`src/sv/websocket_frame_deframer_defines.svh`:
```
// ----------------------------------------------------------------------------
// websocket_frame_deframer_defines
// Assertion macros for the WebSocket deframer.
// ----------------------------------------------------------------------------
// Both expect a clock named clk and a synchronous reset named rst in scope.
`ifndef WEBSOCKET_FRAME_DEFRAMER_DEFINES_SVH
`define WEBSOCKET_FRAME_DEFRAMER_DEFINES_SVH

// Consequent must hold in the same cycle as the antecedent.
`define WSD_ASSERT_SAME(label, ante, cons, msg) \
  label: assert property (@(posedge clk) disable iff (rst) (ante) |-> (cons)) \
    else $error(msg);

// Consequent must hold in the cycle after the antecedent.
`define WSD_ASSERT_NEXT(label, ante, cons, msg) \
  label: assert property (@(posedge clk) disable iff (rst) (ante) |=> (cons)) \
    else $error(msg);

`endif

```
`src/sv/wsd_pkg.sv`:
```
// ----------------------------------------------------------------------------
// wsd_pkg
// Shared types, constants and character tables for the WebSocket deframer.
// ----------------------------------------------------------------------------
package wsd_pkg;

  // Default receive buffer size in bytes; payloads keep at most one less
  localparam int BUFFER_BYTES_DEF = 1024;

  // Width of the kept_length result field
  localparam int KEPT_W = 10;

  // Depth of the queue between parser and result stage
  localparam int Q_DEPTH = 2;

  // Short length codes in the second header byte
  localparam logic [6:0] LEN_EXT16 = 7'd126;
  localparam logic [6:0] LEN_EXT64 = 7'd127;

  // Frame opcodes
  localparam logic [3:0] OP_TEXT   = 4'h1;
  localparam logic [3:0] OP_BINARY = 4'h2;
  localparam logic [3:0] OP_CLOSE  = 4'h8;
  localparam logic [3:0] OP_PING   = 4'h9;
  localparam logic [3:0] OP_PONG   = 4'hA;

  // Reply action codes
  localparam logic [2:0] REPLY_NONE    = 3'd0;
  localparam logic [2:0] REPLY_PONG    = 3'd1;
  localparam logic [2:0] REPLY_CLOSE   = 3'd2;
  localparam logic [2:0] REPLY_TEXTPNG = 3'd3;
  localparam logic [2:0] REPLY_PONGSEEN = 3'd4;
  localparam logic [2:0] REPLY_UNKNOWN = 3'd5;

  // One parsed item travelling from parser to result stage
  typedef struct packed {
    logic [7:0]        data_byte;
    logic              has_data;
    logic [3:0]        frame_opcode;
    logic              final_fragment;
    logic              last_of_frame;
    logic              was_truncated;
    logic [KEPT_W-1:0] kept_length;
  } item_t;

  // Queue status seen by the result stage
  typedef struct packed {
    logic has_space;
    logic has_item;
  } q_status_t;

  // Characters of the text word "ping"
  function automatic logic [7:0] ping_char(input logic [1:0] idx);
    logic [7:0] c;
    case (idx)
      2'd0:    c = 8'h70;
      2'd1:    c = 8'h69;
      2'd2:    c = 8'h6E;
      default: c = 8'h67;
    endcase
    return c;
  endfunction

  // Characters of the text word "pong"
  function automatic logic [7:0] pong_char(input logic [1:0] idx);
    logic [7:0] c;
    case (idx)
      2'd0:    c = 8'h70;
      2'd1:    c = 8'h6F;
      2'd2:    c = 8'h6E;
      default: c = 8'h67;
    endcase
    return c;
  endfunction

endpackage

```
`src/sv/wsd_if.sv`:
```
// ----------------------------------------------------------------------------
// wsd_byte_if / wsd_result_if
// Valid/ready channels for the raw byte stream and the deframed results.
// ----------------------------------------------------------------------------
interface wsd_byte_if;
  logic       valid;
  logic       ready;
  logic [7:0] in_byte;

  modport source (output valid, output in_byte, input ready);
  modport sink   (input valid, input in_byte, output ready);
endinterface

interface wsd_result_if;
  logic                       valid;
  logic                       ready;
  logic [7:0]                 data_byte;
  logic                       has_data;
  logic [3:0]                 frame_opcode;
  logic                       final_fragment;
  logic                       last_of_frame;
  logic                       was_truncated;
  logic [wsd_pkg::KEPT_W-1:0] kept_length;
  logic [2:0]                 reply_action;

  modport source (output valid, output data_byte, output has_data, output frame_opcode,
                  output final_fragment, output last_of_frame, output was_truncated,
                  output kept_length, output reply_action, input ready);
  modport sink   (input valid, input data_byte, input has_data, input frame_opcode,
                  input final_fragment, input last_of_frame, input was_truncated,
                  input kept_length, input reply_action, output ready);
endinterface

```
`src/sv/wsd_front.sv`:
```
// ----------------------------------------------------------------------------
// wsd_front
// Header parser: takes one byte a cycle while the queue has space, tracks the frame header, unmasks
// payload bytes and pushes one item per payload byte or empty-frame marker.
// ----------------------------------------------------------------------------
module wsd_front #(
  parameter int BUFFER_BYTES = wsd_pkg::BUFFER_BYTES_DEF
) (
  input  logic            clk,
  input  logic            rst,
  wsd_byte_if.sink        frame,
  input  logic            space,
  output logic            push,
  output wsd_pkg::item_t  item
);

  localparam int          CW    = $clog2(BUFFER_BYTES) + 1;
  localparam int          KW    = wsd_pkg::KEPT_W;
  localparam logic [63:0] LIMIT = 64'(BUFFER_BYTES - 1);

  localparam logic [2:0] PH_HDR0    = 3'd0;
  localparam logic [2:0] PH_HDR1    = 3'd1;
  localparam logic [2:0] PH_EXTLEN  = 3'd2;
  localparam logic [2:0] PH_MASK    = 3'd3;
  localparam logic [2:0] PH_PAYLOAD = 3'd4;
  localparam logic [2:0] PH_SKIP    = 3'd5;

  logic [2:0]    phase, phase_next;
  logic          fin, fin_next;
  logic [3:0]    opcode, opcode_next;
  logic          masked, masked_next;
  logic [63:0]   len, len_next;
  logic [2:0]    hcount, hcount_next;
  logic [31:0]   mask, mask_next;
  logic [CW-1:0] count, count_next;
  logic [CW-1:0] kept, kept_next;
  logic [63:0]   skip, skip_next;

  logic          accept;
  logic [7:0]    b;
  logic          len_done;
  logic          start;
  logic [63:0]   kept_w;
  logic [7:0]    key_byte;
  logic [7:0]    plain;
  logic [CW-1:0] cnt1;
  logic          is_last;

  assign frame.ready = space;
  assign accept      = frame.valid && space;
  assign b           = frame.in_byte;

  // Select the key byte for this payload position
  always_comb begin
    case (count[1:0])
      2'd0:    key_byte = mask[31:24];
      2'd1:    key_byte = mask[23:16];
      2'd2:    key_byte = mask[15:8];
      default: key_byte = mask[7:0];
    endcase
  end

  assign plain   = b ^ key_byte;
  assign cnt1    = count + CW'(1);
  assign is_last = (cnt1 >= kept);
  assign kept_w  = (len_next > LIMIT) ? LIMIT : len_next;

  // Parse one byte and build the pushed item
  always_comb begin
    phase_next  = phase;
    fin_next    = fin;
    opcode_next = opcode;
    masked_next = masked;
    len_next    = len;
    hcount_next = hcount;
    mask_next   = mask;
    count_next  = count;
    kept_next   = kept;
    skip_next   = skip;
    len_done    = 1'b0;
    start       = 1'b0;
    push        = 1'b0;
    item        = '0;
    item.frame_opcode   = opcode;
    item.final_fragment = fin;

    if (accept) begin
      unique case (phase)
        PH_HDR0: begin
          fin_next    = b[7];
          opcode_next = b[3:0];
          phase_next  = PH_HDR1;
        end
        PH_HDR1: begin
          masked_next = b[7];
          if (b[6:0] == wsd_pkg::LEN_EXT16 || b[6:0] == wsd_pkg::LEN_EXT64) begin
            hcount_next = (b[6:0] == wsd_pkg::LEN_EXT16) ? 3'd1 : 3'd7;
            len_next    = '0;
            phase_next  = PH_EXTLEN;
          end else begin
            len_next = {57'b0, b[6:0]};
            len_done = 1'b1;
          end
        end
        PH_EXTLEN: begin
          len_next = {len[55:0], b};
          if (hcount == 3'd0) begin
            len_done = 1'b1;
          end else begin
            hcount_next = hcount - 3'd1;
          end
        end
        PH_MASK: begin
          mask_next = {mask[23:0], b};
          if (hcount == 3'd0) begin
            start = 1'b1;
          end else begin
            hcount_next = hcount - 3'd1;
          end
        end
        PH_PAYLOAD: begin
          push                = 1'b1;
          item.data_byte      = plain;
          item.has_data       = 1'b1;
          item.last_of_frame  = is_last;
          item.was_truncated  = (skip != '0);
          item.kept_length    = KW'(cnt1);
          count_next          = cnt1;
          if (is_last) begin
            phase_next = (skip != '0) ? PH_SKIP : PH_HDR0;
          end
        end
        PH_SKIP: begin
          skip_next = skip - 64'd1;
          if (skip_next == '0) begin
            phase_next = PH_HDR0;
          end
        end
        default: begin
          phase_next = PH_HDR0;
        end
      endcase

      // Length known: fetch the key, or go straight to the payload
      if (len_done) begin
        mask_next = '0;
        if (masked_next) begin
          hcount_next = 3'd3;
          phase_next  = PH_MASK;
        end else begin
          start = 1'b1;
        end
      end

      // Clip the payload to the buffer and note the excess to skip
      if (start) begin
        kept_next  = CW'(kept_w);
        skip_next  = len_next - kept_w;
        count_next = '0;
        if (kept_w == '0) begin
          push               = 1'b1;
          item.last_of_frame = 1'b1;
          phase_next         = PH_HDR0;
        end else begin
          phase_next = PH_PAYLOAD;
        end
      end
    end
  end

  // Hold parser state
  always_ff @(posedge clk) begin
    if (rst) begin
      phase <= PH_HDR0;
    end else begin
      phase <= phase_next;
    end
    fin    <= fin_next;
    opcode <= opcode_next;
    masked <= masked_next;
    len    <= len_next;
    hcount <= hcount_next;
    mask   <= mask_next;
    count  <= count_next;
    kept   <= kept_next;
    skip   <= skip_next;
  end

endmodule

```
`src/sv/wsd_queue.sv`:
```
// ----------------------------------------------------------------------------
// wsd_queue
// Short first-in first-out queue between the parser and the result stage.
// ----------------------------------------------------------------------------
module wsd_queue (
  input  logic                clk,
  input  logic                rst,
  input  logic                push,
  input  wsd_pkg::item_t      push_item,
  input  logic                pop,
  output wsd_pkg::item_t      head_item,
  output wsd_pkg::q_status_t  status
);

  localparam int DEPTH = wsd_pkg::Q_DEPTH;
  localparam int PW    = (DEPTH > 1) ? $clog2(DEPTH) : 1;
  localparam int LW    = $clog2(DEPTH + 1);

  wsd_pkg::item_t mem [DEPTH];
  logic [PW-1:0]  wr_ptr;
  logic [PW-1:0]  rd_ptr;
  logic [LW-1:0]  level;

  assign status.has_space = (level != LW'(DEPTH));
  assign status.has_item  = (level != '0);
  assign head_item        = mem[rd_ptr];

  // Write the incoming item
  always_ff @(posedge clk) begin
    if (push) begin
      mem[wr_ptr] <= push_item;
    end
  end

  // Advance pointers and track the fill level
  always_ff @(posedge clk) begin
    if (rst) begin
      wr_ptr <= '0;
      rd_ptr <= '0;
      level  <= '0;
    end else begin
      if (push) begin
        wr_ptr <= (wr_ptr == PW'(DEPTH - 1)) ? '0 : wr_ptr + PW'(1);
      end
      if (pop) begin
        rd_ptr <= (rd_ptr == PW'(DEPTH - 1)) ? '0 : rd_ptr + PW'(1);
      end
      if (push && !pop) begin
        level <= level + LW'(1);
      end else if (pop && !push) begin
        level <= level - LW'(1);
      end
    end
  end

endmodule

```
`src/sv/wsd_back.sv`:
```
// ----------------------------------------------------------------------------
// wsd_back
// Result stage: matches four-byte text payloads, decides the reply action on
// the last item of a frame and holds the result in an output register.
// ----------------------------------------------------------------------------
module wsd_back (
  input  logic                clk,
  input  logic                rst,
  input  wsd_pkg::q_status_t  status,
  input  wsd_pkg::item_t      head_item,
  output logic                pop,
  wsd_result_if.source        result
);

  logic       out_valid;
  logic [1:0] flags, flags_next;
  logic [2:0] pos, pos_next;
  logic [2:0] reply;
  logic       four;

  assign pop          = status.has_item && (!out_valid || result.ready);
  assign result.valid = out_valid;

  // Track the text word match over the first bytes of the frame
  always_comb begin
    flags_next = flags;
    pos_next   = pos;
    if (head_item.has_data) begin
      if (pos < 3'd4) begin
        if (head_item.data_byte != wsd_pkg::ping_char(pos[1:0])) flags_next[0] = 1'b0;
        if (head_item.data_byte != wsd_pkg::pong_char(pos[1:0])) flags_next[1] = 1'b0;
      end else begin
        flags_next = 2'b00;
      end
      if (pos < 3'd5) begin
        pos_next = pos + 3'd1;
      end
    end
  end

  assign four = (pos_next == 3'd4);

  // Decode the reply action for the frame's last item
  always_comb begin
    reply = wsd_pkg::REPLY_NONE;
    if (head_item.last_of_frame) begin
      unique case (head_item.frame_opcode)
        wsd_pkg::OP_TEXT: begin
          if (four && flags_next[0]) begin
            reply = wsd_pkg::REPLY_TEXTPNG;
          end else if (four && flags_next[1]) begin
            reply = wsd_pkg::REPLY_PONGSEEN;
          end else begin
            reply = wsd_pkg::REPLY_NONE;
          end
        end
        wsd_pkg::OP_BINARY: reply = wsd_pkg::REPLY_NONE;
        wsd_pkg::OP_CLOSE:  reply = wsd_pkg::REPLY_CLOSE;
        wsd_pkg::OP_PING:   reply = wsd_pkg::REPLY_PONG;
        wsd_pkg::OP_PONG:   reply = wsd_pkg::REPLY_PONGSEEN;
        default:            reply = wsd_pkg::REPLY_UNKNOWN;
      endcase
    end
  end

  // Hold control state; restart matching after each frame
  always_ff @(posedge clk) begin
    if (rst) begin
      out_valid <= 1'b0;
      flags     <= 2'b11;
      pos       <= 3'd0;
    end else begin
      if (pop) begin
        out_valid <= 1'b1;
        flags     <= head_item.last_of_frame ? 2'b11 : flags_next;
        pos       <= head_item.last_of_frame ? 3'd0 : pos_next;
      end else if (result.ready) begin
        out_valid <= 1'b0;
      end
    end
  end

  // Load the output register
  always_ff @(posedge clk) begin
    if (pop) begin
      result.data_byte      <= head_item.data_byte;
      result.has_data       <= head_item.has_data;
      result.frame_opcode   <= head_item.frame_opcode;
      result.final_fragment <= head_item.final_fragment;
      result.last_of_frame  <= head_item.last_of_frame;
      result.was_truncated  <= head_item.was_truncated;
      result.kept_length    <= head_item.kept_length;
      result.reply_action   <= reply;
    end
  end

endmodule

```
`src/sv/websocket_frame_deframer.sv`:
```
// ----------------------------------------------------------------------------
// websocket_frame_deframer
// Receive-side WebSocket deframer: raw bytes in, unmasked payload items out.
// ----------------------------------------------------------------------------
// Channels: frame carries one raw stream byte per item (in_byte); result
// carries one item per payload byte, or a single marker item (has_data low)
// for a frame with an empty payload. Header, length, key and skipped excess
// bytes produce no result item. The last item of a frame carries
// last_of_frame, the kept payload length and the reply action.
// Throughput: one byte per cycle while the queue has space.
// Path: a taken payload byte is written into the parser-to-result queue,
// then loads the output register, from which the result is presented.
// Reset: the parser expects the first header byte, the queue is emptied and
// no result is valid. Stall: while result.ready is low a valid output
// register holds; the two-entry queue takes bytes until full, then
// frame.ready drops. Payloads longer than BUFFER_BYTES-1 are clipped; the
// excess is consumed one byte per cycle while the queue has space, with no
// result, and was_truncated marks the frame.
// ----------------------------------------------------------------------------
`include "websocket_frame_deframer_defines.svh"

module websocket_frame_deframer #(
  parameter int BUFFER_BYTES = wsd_pkg::BUFFER_BYTES_DEF
) (
  input  logic          clk,
  input  logic          rst,
  wsd_byte_if.sink      frame,
  wsd_result_if.source  result
);

  localparam int KW = wsd_pkg::KEPT_W;

  logic               push;
  logic               pop;
  wsd_pkg::item_t     push_item;
  wsd_pkg::item_t     head_item;
  wsd_pkg::q_status_t qstat;

  // Parse bytes into items
  wsd_front #(
    .BUFFER_BYTES (BUFFER_BYTES)
  ) u_front (
    .clk   (clk),
    .rst   (rst),
    .frame (frame),
    .space (qstat.has_space),
    .push  (push),
    .item  (push_item)
  );

  // Decouple parser from result stage
  wsd_queue u_queue (
    .clk       (clk),
    .rst       (rst),
    .push      (push),
    .push_item (push_item),
    .pop       (pop),
    .head_item (head_item),
    .status    (qstat)
  );

  // Decide replies and present results
  wsd_back u_back (
    .clk       (clk),
    .rst       (rst),
    .status    (qstat),
    .head_item (head_item),
    .pop       (pop),
    .result    (result)
  );

  `WSD_ASSERT_SAME(a_reply_only_last, result.valid && !result.last_of_frame, result.reply_action == wsd_pkg::REPLY_NONE, "reply action on an item that is not last")
  `WSD_ASSERT_SAME(a_marker_shape, result.valid && !result.has_data, result.data_byte == 8'd0 && result.kept_length == '0 && result.last_of_frame, "malformed empty-frame marker")
  `WSD_ASSERT_SAME(a_trunc_length, result.valid && result.last_of_frame && result.was_truncated, result.kept_length == KW'(BUFFER_BYTES - 1), "truncated frame not clipped to buffer")
  `WSD_ASSERT_NEXT(a_queue_no_invent, !qstat.has_item && !push, !qstat.has_item, "queue shows an item never pushed")

endmodule
```
`src/flat_wrapper.sv`:
```
// flat-port wrapper written by rule: the top's interface ports become plain ports
module websocket_frame_deframer_flat 
#(
  parameter int BUFFER_BYTES = wsd_pkg::BUFFER_BYTES_DEF
)
  (clk, rst, frame_valid, frame_in_byte, frame_ready, result_valid, result_data_byte, result_has_data, result_frame_opcode, result_final_fragment, result_last_of_frame, result_was_truncated, result_kept_length, result_reply_action, result_ready);
  wsd_byte_if frame_i ();
  wsd_result_if result_i ();
  input  logic clk;
  input  logic rst;
  input wire logic [$bits(frame_i.valid)-1:0] frame_valid;
  input wire logic [$bits(frame_i.in_byte)-1:0] frame_in_byte;
  output wire logic [$bits(frame_i.ready)-1:0] frame_ready;
  output wire logic [$bits(result_i.valid)-1:0] result_valid;
  output wire logic [$bits(result_i.data_byte)-1:0] result_data_byte;
  output wire logic [$bits(result_i.has_data)-1:0] result_has_data;
  output wire logic [$bits(result_i.frame_opcode)-1:0] result_frame_opcode;
  output wire logic [$bits(result_i.final_fragment)-1:0] result_final_fragment;
  output wire logic [$bits(result_i.last_of_frame)-1:0] result_last_of_frame;
  output wire logic [$bits(result_i.was_truncated)-1:0] result_was_truncated;
  output wire logic [$bits(result_i.kept_length)-1:0] result_kept_length;
  output wire logic [$bits(result_i.reply_action)-1:0] result_reply_action;
  input wire logic [$bits(result_i.ready)-1:0] result_ready;
  assign frame_i.valid = frame_valid;
  assign frame_i.in_byte = frame_in_byte;
  assign frame_ready = frame_i.ready;
  assign result_valid = result_i.valid;
  assign result_data_byte = result_i.data_byte;
  assign result_has_data = result_i.has_data;
  assign result_frame_opcode = result_i.frame_opcode;
  assign result_final_fragment = result_i.final_fragment;
  assign result_last_of_frame = result_i.last_of_frame;
  assign result_was_truncated = result_i.was_truncated;
  assign result_kept_length = result_i.kept_length;
  assign result_reply_action = result_i.reply_action;
  assign result_i.ready = result_ready;
  websocket_frame_deframer #(.BUFFER_BYTES(BUFFER_BYTES)) u_core (.clk(clk), .rst(rst), .frame(frame_i), .result(result_i));
endmodule
```
`config.mk`:
```
export PLATFORM = sky130hd
export DESIGN_NAME = websocket_frame_deframer_flat
export DESIGN_NICKNAME = d
export VERILOG_FILES = /design/src/sv/wsd_pkg.sv /design/src/sv/wsd_if.sv /design/src/sv/wsd_front.sv /design/src/sv/wsd_queue.sv /design/src/sv/wsd_back.sv /design/src/sv/websocket_frame_deframer.sv /design/src/flat_wrapper.sv
export VERILOG_INCLUDE_DIRS = /design/src /design/src/sv
export SDC_FILE = /design/constraint.sdc
export NUM_CORES = 1
export LEC_CHECK = 0
export BUFFER_PORTS_ARGS = -buffer_cell sky130_fd_sc_hd__buf_4
export CORE_AREA = 2 2 180 182
export CTS_CLUSTER_SIZE = 40
export DETAILED_ROUTE_END_ITERATION = 6
export DIE_AREA = 0 0 182 184
export PLACE_DENSITY = 0.75
export SYNTH_ARGS = -nofsm -noshare
export SYNTH_HDL_FRONTEND = slang
export SYNTH_SLANG_ARGS = --single-unit
```
`constraint.sdc`:
```
create_clock -name clk -period 15.55 [get_ports clk]
set_clock_uncertainty 0.05 [all_clocks]
set_input_delay 2.3325 -clock clk [delete_from_list [all_inputs] [get_ports clk]]
set_output_delay 2.3325 -clock clk [all_outputs]
set_load 0.01 [all_outputs]
```
## After elaboration in Yosys (flattened, before gate mapping)

Memories as Yosys holds them, arrays and structs flattened. A register that Yosys moved wholly into a read port is not among the register bits.
Index checks and enable logic that the tools add are counted.

- Register bits: 233
- RAM bits: 52
- Memories: 1

Memory list:

| name | depth | bits a word | read ports | clocked after memory_dff | write ports | line | text |
|---|---|---|---|---|---|---|---|
| u_core.u_queue.mem | 2 | 26 | 1 | 1 | 1 | wsd_queue.sv:19 | `wsd_pkg::item_t mem [DEPTH];` |

- Add/subtract/negate cells: 9
- $lt $le $gt $ge: 4
- Equal/unequal tests: 20
- Muxes and demuxes: 72
- Bitwise gates (word level): 1
- Reduce and logical (&&, ||, !) cells: 30

Operator list:

| kind | number |
|---|---|
| $mux 64 | 5 |
| $logic_not 64->1 | 2 |
| $pmux 64 s2 | 1 |
| $gt 64x10->1 const B | 1 |
| $reduce_bool 64->1 | 1 |
| $sub 64x1->64 const B | 1 |
| $sub 64x64->64 | 1 |
| $mux 3 | 18 |
| $mux 32 | 1 |
| $mux 8 | 4 |
| $pmux 3 s5 | 2 |
| $pmux 5 s3 | 2 |
| $mux 1 | 25 |
| $mux 12 | 2 |
| $pmux 8 s3 | 1 |
| $mux 9 | 2 |
| $ne 8x8->1 | 2 |
| $eq 7x7->1 const B | 2 |
| $eq 4x4->1 const B | 3 |
| $reduce_bool 2->1 | 6 |
| $add 11x1->11 const B | 1 |
| $ge 11x11->1 | 1 |
| $mux 11 | 1 |
| $mux 2 | 5 |
| other kinds (25) | 46 |

## Depth between registers and ports, before layout

- Word-level depth: 16
- Gate-level depth with buffers: 23
- Gate-level depth less buffers: 20

## Hierarchy

Synthesis repeated with hierarchy kept, for this count alone.

- Cells, all modules: 1817
- Area, all modules: 17749.5 um^2

By module, submodules not included:

| module | instances | cells each | area each (um^2) |
|---|---|---|---|
| wsd_front | 1 | 1613 | 14217.4 |
| wsd_queue | 1 | 103 | 2089.5 |
| wsd_back | 1 | 101 | 1442.6 |

## Worst setup path before layout

OpenSTA, ideal clock, no wires.

- Path type: input -> register
- Start point: input frame_in_byte[4]
- End point: register u_core.u_front.skip[0], enable pin
- Setup time: 0.507 ns
- Data arrival time: 6.485 ns
- Path slack: 8.508 ns
- Stages: 7
- Path through: nand4_1 > nor2_1 > o31ai_1 > o21ai_1 > clkbuf_1 > clkbuf_1 > a21oi_1

- Longest elaborated chain between the ends: 9

Ends and longest elaborated chain:

| item | line | text |
|---|---|---|
| start: declaration | flat_wrapper.sv:12 | `input wire logic [$bits(frame_i.in_byte)-1:0] frame_in_byte;` |
| $eq 7x7->1 | wsd_front.sv:96 | `if (b[6:0] == wsd_pkg::LEN_EXT16 \|\| b[6:0] == wsd_pkg::LEN_EXT64) begin` |
| $logic_or 1x1->1 * | wsd_front.sv:96 |  |
| $mux 1 * | wsd_front.sv:96 |  |
| $pmux 1 s2 * | wsd_front.sv:88 | `unique case (phase)` |
| $mux 1 * | wsd_front.sv:87 | `if (accept) begin` |
| $mux 1 * | wsd_front.sv:145 | `if (len_done) begin` |
| $mux 1 * | wsd_front.sv:87 |  |
| $reduce_bool 2->1 (no line) * | -- |  |
| $reduce_and 2->1 (no line) * | -- |  |
| end signal: assignment | wsd_front.sv:186 | `skip <= skip_next;` |
| end: declaration | wsd_front.sv:37 | `logic [63:0] skip, skip_next;` |

Mark *: on every way between the ends. The rest lies on a longest branch, timed or not. The select of a mux whose other input is x is not followed.
A chain may end at the register's enable or synchronous reset.

## Worst setup path in the final report

- Start point: input frame_valid
- End point: register u_core.u_front.skip[62], data pin

- Longest elaborated chain between the ends: 6

Ends and longest elaborated chain:

| item | line | text |
|---|---|---|
| start: declaration | flat_wrapper.sv:11 | `input wire logic [$bits(frame_i.valid)-1:0] frame_valid;` |
| $logic_and 1x1->1 * | wsd_front.sv:50 | `assign accept = frame.valid && space;` |
| $mux 64 * | wsd_front.sv:87 |  |
| net u_core.u_front.len_next[15] | wsd_front.sv:32 | `logic [63:0] len, len_next;` |
| $gt 64x10->1 | wsd_front.sv:66 | `assign kept_w = (len_next > LIMIT) ? LIMIT : len_next;` |
| $mux 64 * | wsd_front.sv:66 |  |
| $sub 64x64->64 * | wsd_front.sv:158 | `skip_next = len_next - kept_w;` |
| $mux 64 * | wsd_front.sv:156 | `if (start) begin` |

The timed path passes the listed nets; every way through them passes the cells marked *.

==> reports/metrics.yaml <==
setup_path:
  critPathCaptureType: "flip-flop"
  crit_top_cell: "buf_4"
  crit_fanout: 43
  arrival_ns: 7.97
  cp.required_ns: 15.84
  worst-r2r-cell-count: 20
  worst-path-stages: 19
  crit_end: "u_core.u_front.skip[62]$_DFFE_PP_"
  timing.rr.start: "u_core.u_front.phase[1]$_SDFFE_PP0P_"
  path_buf_inv: 3
  start_kind: "input pin"
  r2r_setup_slack_ns: 7.87
  crit_path_start: "frame_valid"
  worst_path_max_delay_cell: "a2111oi_0"
  timing.rr.end: "u_core.u_front.skip[62]$_DFFE_PP_"
  cp_top_family: "compound AO/OA/AOI/OAI gates"
  worst-setup-path-type: "in -> reg"
  slowest_delay_ns: 1.13
  crit_chain: "buf_4 -> nand4_1 -> buf_4 -> a22o_1 -> nor3_1 -> o2111ai_1 -> buf_4 -> nor2_1 -> ha_1 -> a21o_1 -> a31oi_1 -> o21ai_0 -> a2111oi_0 -> nand2_1 -> a2111oi_0 -> o31ai_1 -> o31ai_1 -> mux2i_1 -> nor2_1"
timing:
  rsz0062_at_grt: "no"
  slew_headroom_pct: 12.6
  finalCritPeriodShare_pct: 49.4
  finalHoldViolCount: 0
  setup_viol: 0
  period_minus_slack_ns: 7.68
  fmaxAchievable_mhz: 130
  fin_setup_tns_ns: 0
  final-max-slew-violation-count: 0
  worst_slew_pin_slew_ns: 1.28
cts:
  clk_pin_slew_ns: 0.06
  root_buffer: "clkbuf_16"
  cts_hold_buf: 0
  cts_max_level: 1
  postCtsSetupBuffers: 0
  ctsResizeCount: 0
  worstSkewPairLatency_ns: 0.59
  clock-sinks: 286
  cts_made_buffers: 31
  cts_tree: "done"
  cts_buffer_depth: 3
synthesis:
  synth-adder-area-share_pct: 6.46
  yosys-top-cells-area: "edfxtp_1 34%, dfxtp_1 8.5%, ha_1 6.4%, nand2_1 3.8%, a22o_1 3.6%"
  synth-seq-cells: 286
  yosysTopAreaCellShare_pct: 34.1
  synth_edf_count: 208
  yosys.area.top_type: "edfxtp_1"
  yosys.area_share.simple_pct: 18.8
  ys_async_sr_fraction_pct: 0
  synth_ff_type: "edfxtp_1"
  synthCells: 1958
  synth-compound-area-share_pct: 19.8
  syn_area_mm2: 0.0183
  synth_area_per_cell_um2: 9.36
  ys_types: 81
  synthXorXnorAreaFrac_pct: 6.17
  yosys-mux-area-fraction_pct: 2.13
  synth_top_family_by_area: "compound AO/OA/AOI/OAI gates"
  yosys_warnings: 0
  synth-seq-area-share_pct: 42.6
cells_and_area:
  final_nets: 2114
  area_growth_pct: 10.0
  finish.utilization_pct: 64.2
  n_antenna_cell: 0
  drive_gt1_share_pct: 8.23
floorplanning:
  core_mm2: 0.0314
  io-pin-count: 43
  die-area_mm2: 0.0335
  num_rows: 65
  fp.dieW_um: 182
  start_util_pct: 58.3
  die_height_um: 184
detailed_routing:
  drt_iter0_drc: 1546
  drt_pass1_iterations: 6
  vias: 15707
  wl_um: 50900
  routed_via_density: 6.46
  drc: 0
  wl_per_cell_um: 20.9
  ant_nets: 0
global_route:
  grt-ovfl-total: 0
  grt_max_degree: 97
  grt_pass1_vias: 14882
  antenna_found_initial: 0
  grt_pass1_wl_um: 80300
  grt_usage_pct: 30.1
min_path:
  hold_path.class: "reg -> reg"
place:
  hpwl_um: 36800
  port_buffers: 42
  gp_congestion: 0.952
power:
  p_per_area_mw_per_mm2: 129
  ir_drop_mv: 0.0943
  cellLeakagePower_nw: 7.77
job:
  maxCapViolations: 0
outcome:
  status: "complete, no violations"
## report_power, final
part	leakage, nW	switching, W	total, W	internal (W)
sequential	2.55	0.0000906	0.00105	0.000957
combinational	4.74	0.000508	0.000819	0.000311
clock	0.485	0.000312	0.000735	0.000423
## state kept, by name (all words and copies together) (netlist names), 3 cells and up, named ones only
name,flops
u_core.u_front.skip,64
u_core.u_front.hcount,3
u_core.u_back.result.reply_action,3
u_core.u_back.result.kept_length,10
u_core.u_queue.mem,52
u_core.u_front.phase,3
u_core.u_front.opcode,4
u_core.u_front.kept,11
u_core.u_front.len,64
u_core.u_back.result.frame_opcode,4
u_core.u_front.count,11
u_core.u_front.mask,32
u_core.u_back.pos,3
u_core.u_back.result.data_byte,8
## worst min-delay path by stage
stage,startpoint,slack [ns],endpoint,depth (start not counted)
2_1_floorplan,u_core.u_front.fin$_DFFE_PP_,0.37,u_core.u_queue.mem[0][12]$_DFFE_PP_,0
3_3_place_gp,u_core.u_front.opcode[0]$_DFFE_PP_,0.38,u_core.u_queue.mem[0][13]$_DFFE_PP_,0
3_5_place_dp,u_core.u_front.opcode[0]$_DFFE_PP_,0.39,u_core.u_queue.mem[1][13]$_DFFE_PP_,0
4_1_cts,u_core.u_front.opcode[0]$_DFFE_PP_,0.40,u_core.u_queue.mem[0][13]$_DFFE_PP_,0
5_1_grt,u_core.u_front.opcode[0]$_DFFE_PP_,0.42,u_core.u_queue.mem[0][13]$_DFFE_PP_,0
6_report,u_core.u_front.opcode[0]$_DFFE_PP_,0.40,u_core.u_queue.mem[1][13]$_DFFE_PP_,0
## cells in the mapped netlist (10+ instances only)
| cell | number |
|---|---|
| a211oi_1 | 13 |
| a21o_1 | 30 |
| a21oi_1 | 105 |
| a221oi_1 | 11 |
| a22o_1 | 75 |
| a22oi_1 | 25 |
| a31oi_1 | 38 |
| and2_1 | 37 |
| and3_1 | 14 |
| buf_1 | 10 |
| clkbuf_1 | 90 |
| dfxtp_1 | 78 |
| edfxtp_1 | 208 |
| ha_1 | 93 |
| inv_1 | 80 |
| mux2_2 | 24 |
| mux2i_1 | 12 |
| nand2_1 | 185 |
| nand2b_1 | 17 |
| nand3_1 | 34 |
| nand4_1 | 28 |
| nor2_1 | 169 |
| nor2b_1 | 23 |
| nor3_1 | 50 |
| nor4_1 | 36 |
| o21a_1 | 11 |
| o21ai_0 | 131 |
| o31ai_1 | 20 |
| or3_1 | 19 |
| or4_1 | 22 |
| xnor2_1 | 68 |
| xor2_1 | 61 |
## kinds of logic (layout without fill, tap and decap cells)
| logic type | Yosys count | in the layout |
|---|---|---|
| AND/OR/NAND/NOR | 684 | 684 |
| multiplexers | 36 | 36 |
| adder cells (fa/ha/maj) | 94 | 94 |
| AO/OA/AOI/OAI | 542 | 542 |
| buffers and inverters | 185 | 200 |
| XOR/XNOR | 129 | 129 |
| other | 2 | 59 |
| flip-flops | 286 | 286 |
## area by class of cell
| cell class | count | area [um2] |
|---|---|---|
| Inverter | 80 | 300 |
| Fill cell | 2639 | 11200 |
| Multi-Input combinational cell | 1544 | 10100 |
| Tap cell | 402 | 503 |
| Sequential cell | 286 | 7810 |
| Clock buffer | 41 | 827 |
| Timing Repair Buffer | 65 | 488 |
| Clock inverter | 14 | 164 |
## cell usage in the layout (no fill, tap or decap), drive strengths merged, types with 24 or more instances in the layout
master,synthesis,routed
buf,15,65
conb,2,59
a21o,30,30
mux2,24,24
a22oi,25,25
a22o,75,75
clkbuf,90,41
xor2,61,61
dfxtp,78,78
nor2,169,169
and2,37,37
nand3,35,35
a31oi,38,38
ha,93,93
inv,80,81
a21oi,105,105
nor3,51,51
nand2,186,186
o21ai,133,133
nor4,39,39
xnor2,68,68
nand4,28,28
edfxtp,208,208
## metrics by stage
step / total power, W / hold WS [ns] / instances / area, um2 / setup slack (ns)
finish: 0.00260 / 0.403 / 2432 / 20200 / 7.87
global route: 0.00272 / 0.421 / 2432 / 20200 / 7.33
CTS: 0.00260 / 0.403 / 2432 / 20200 / 8.04
detailed placement: 0.00187 / 0.388 / 2377 / 19200 / 7.47
global placement: 0.00185 / 0.382 / 2377 / 19200 / 7.74
floorplan: 0.00160 / 0.371 / 2015 / 18500 / 8.51
## per-layer routing
layer	up-vias	share of wire [%]	global-route usage, %	wire length, um
met1	7541	39	35.9	19900
li1	7369	-	-	-
met4	0	5.1	14.6	2610
met3	136	6.3	3.55	3210
met5	-	0	0	0
met2	661	50	54.1	25200
Note: power is estimated with default switching activity, not from simulation.
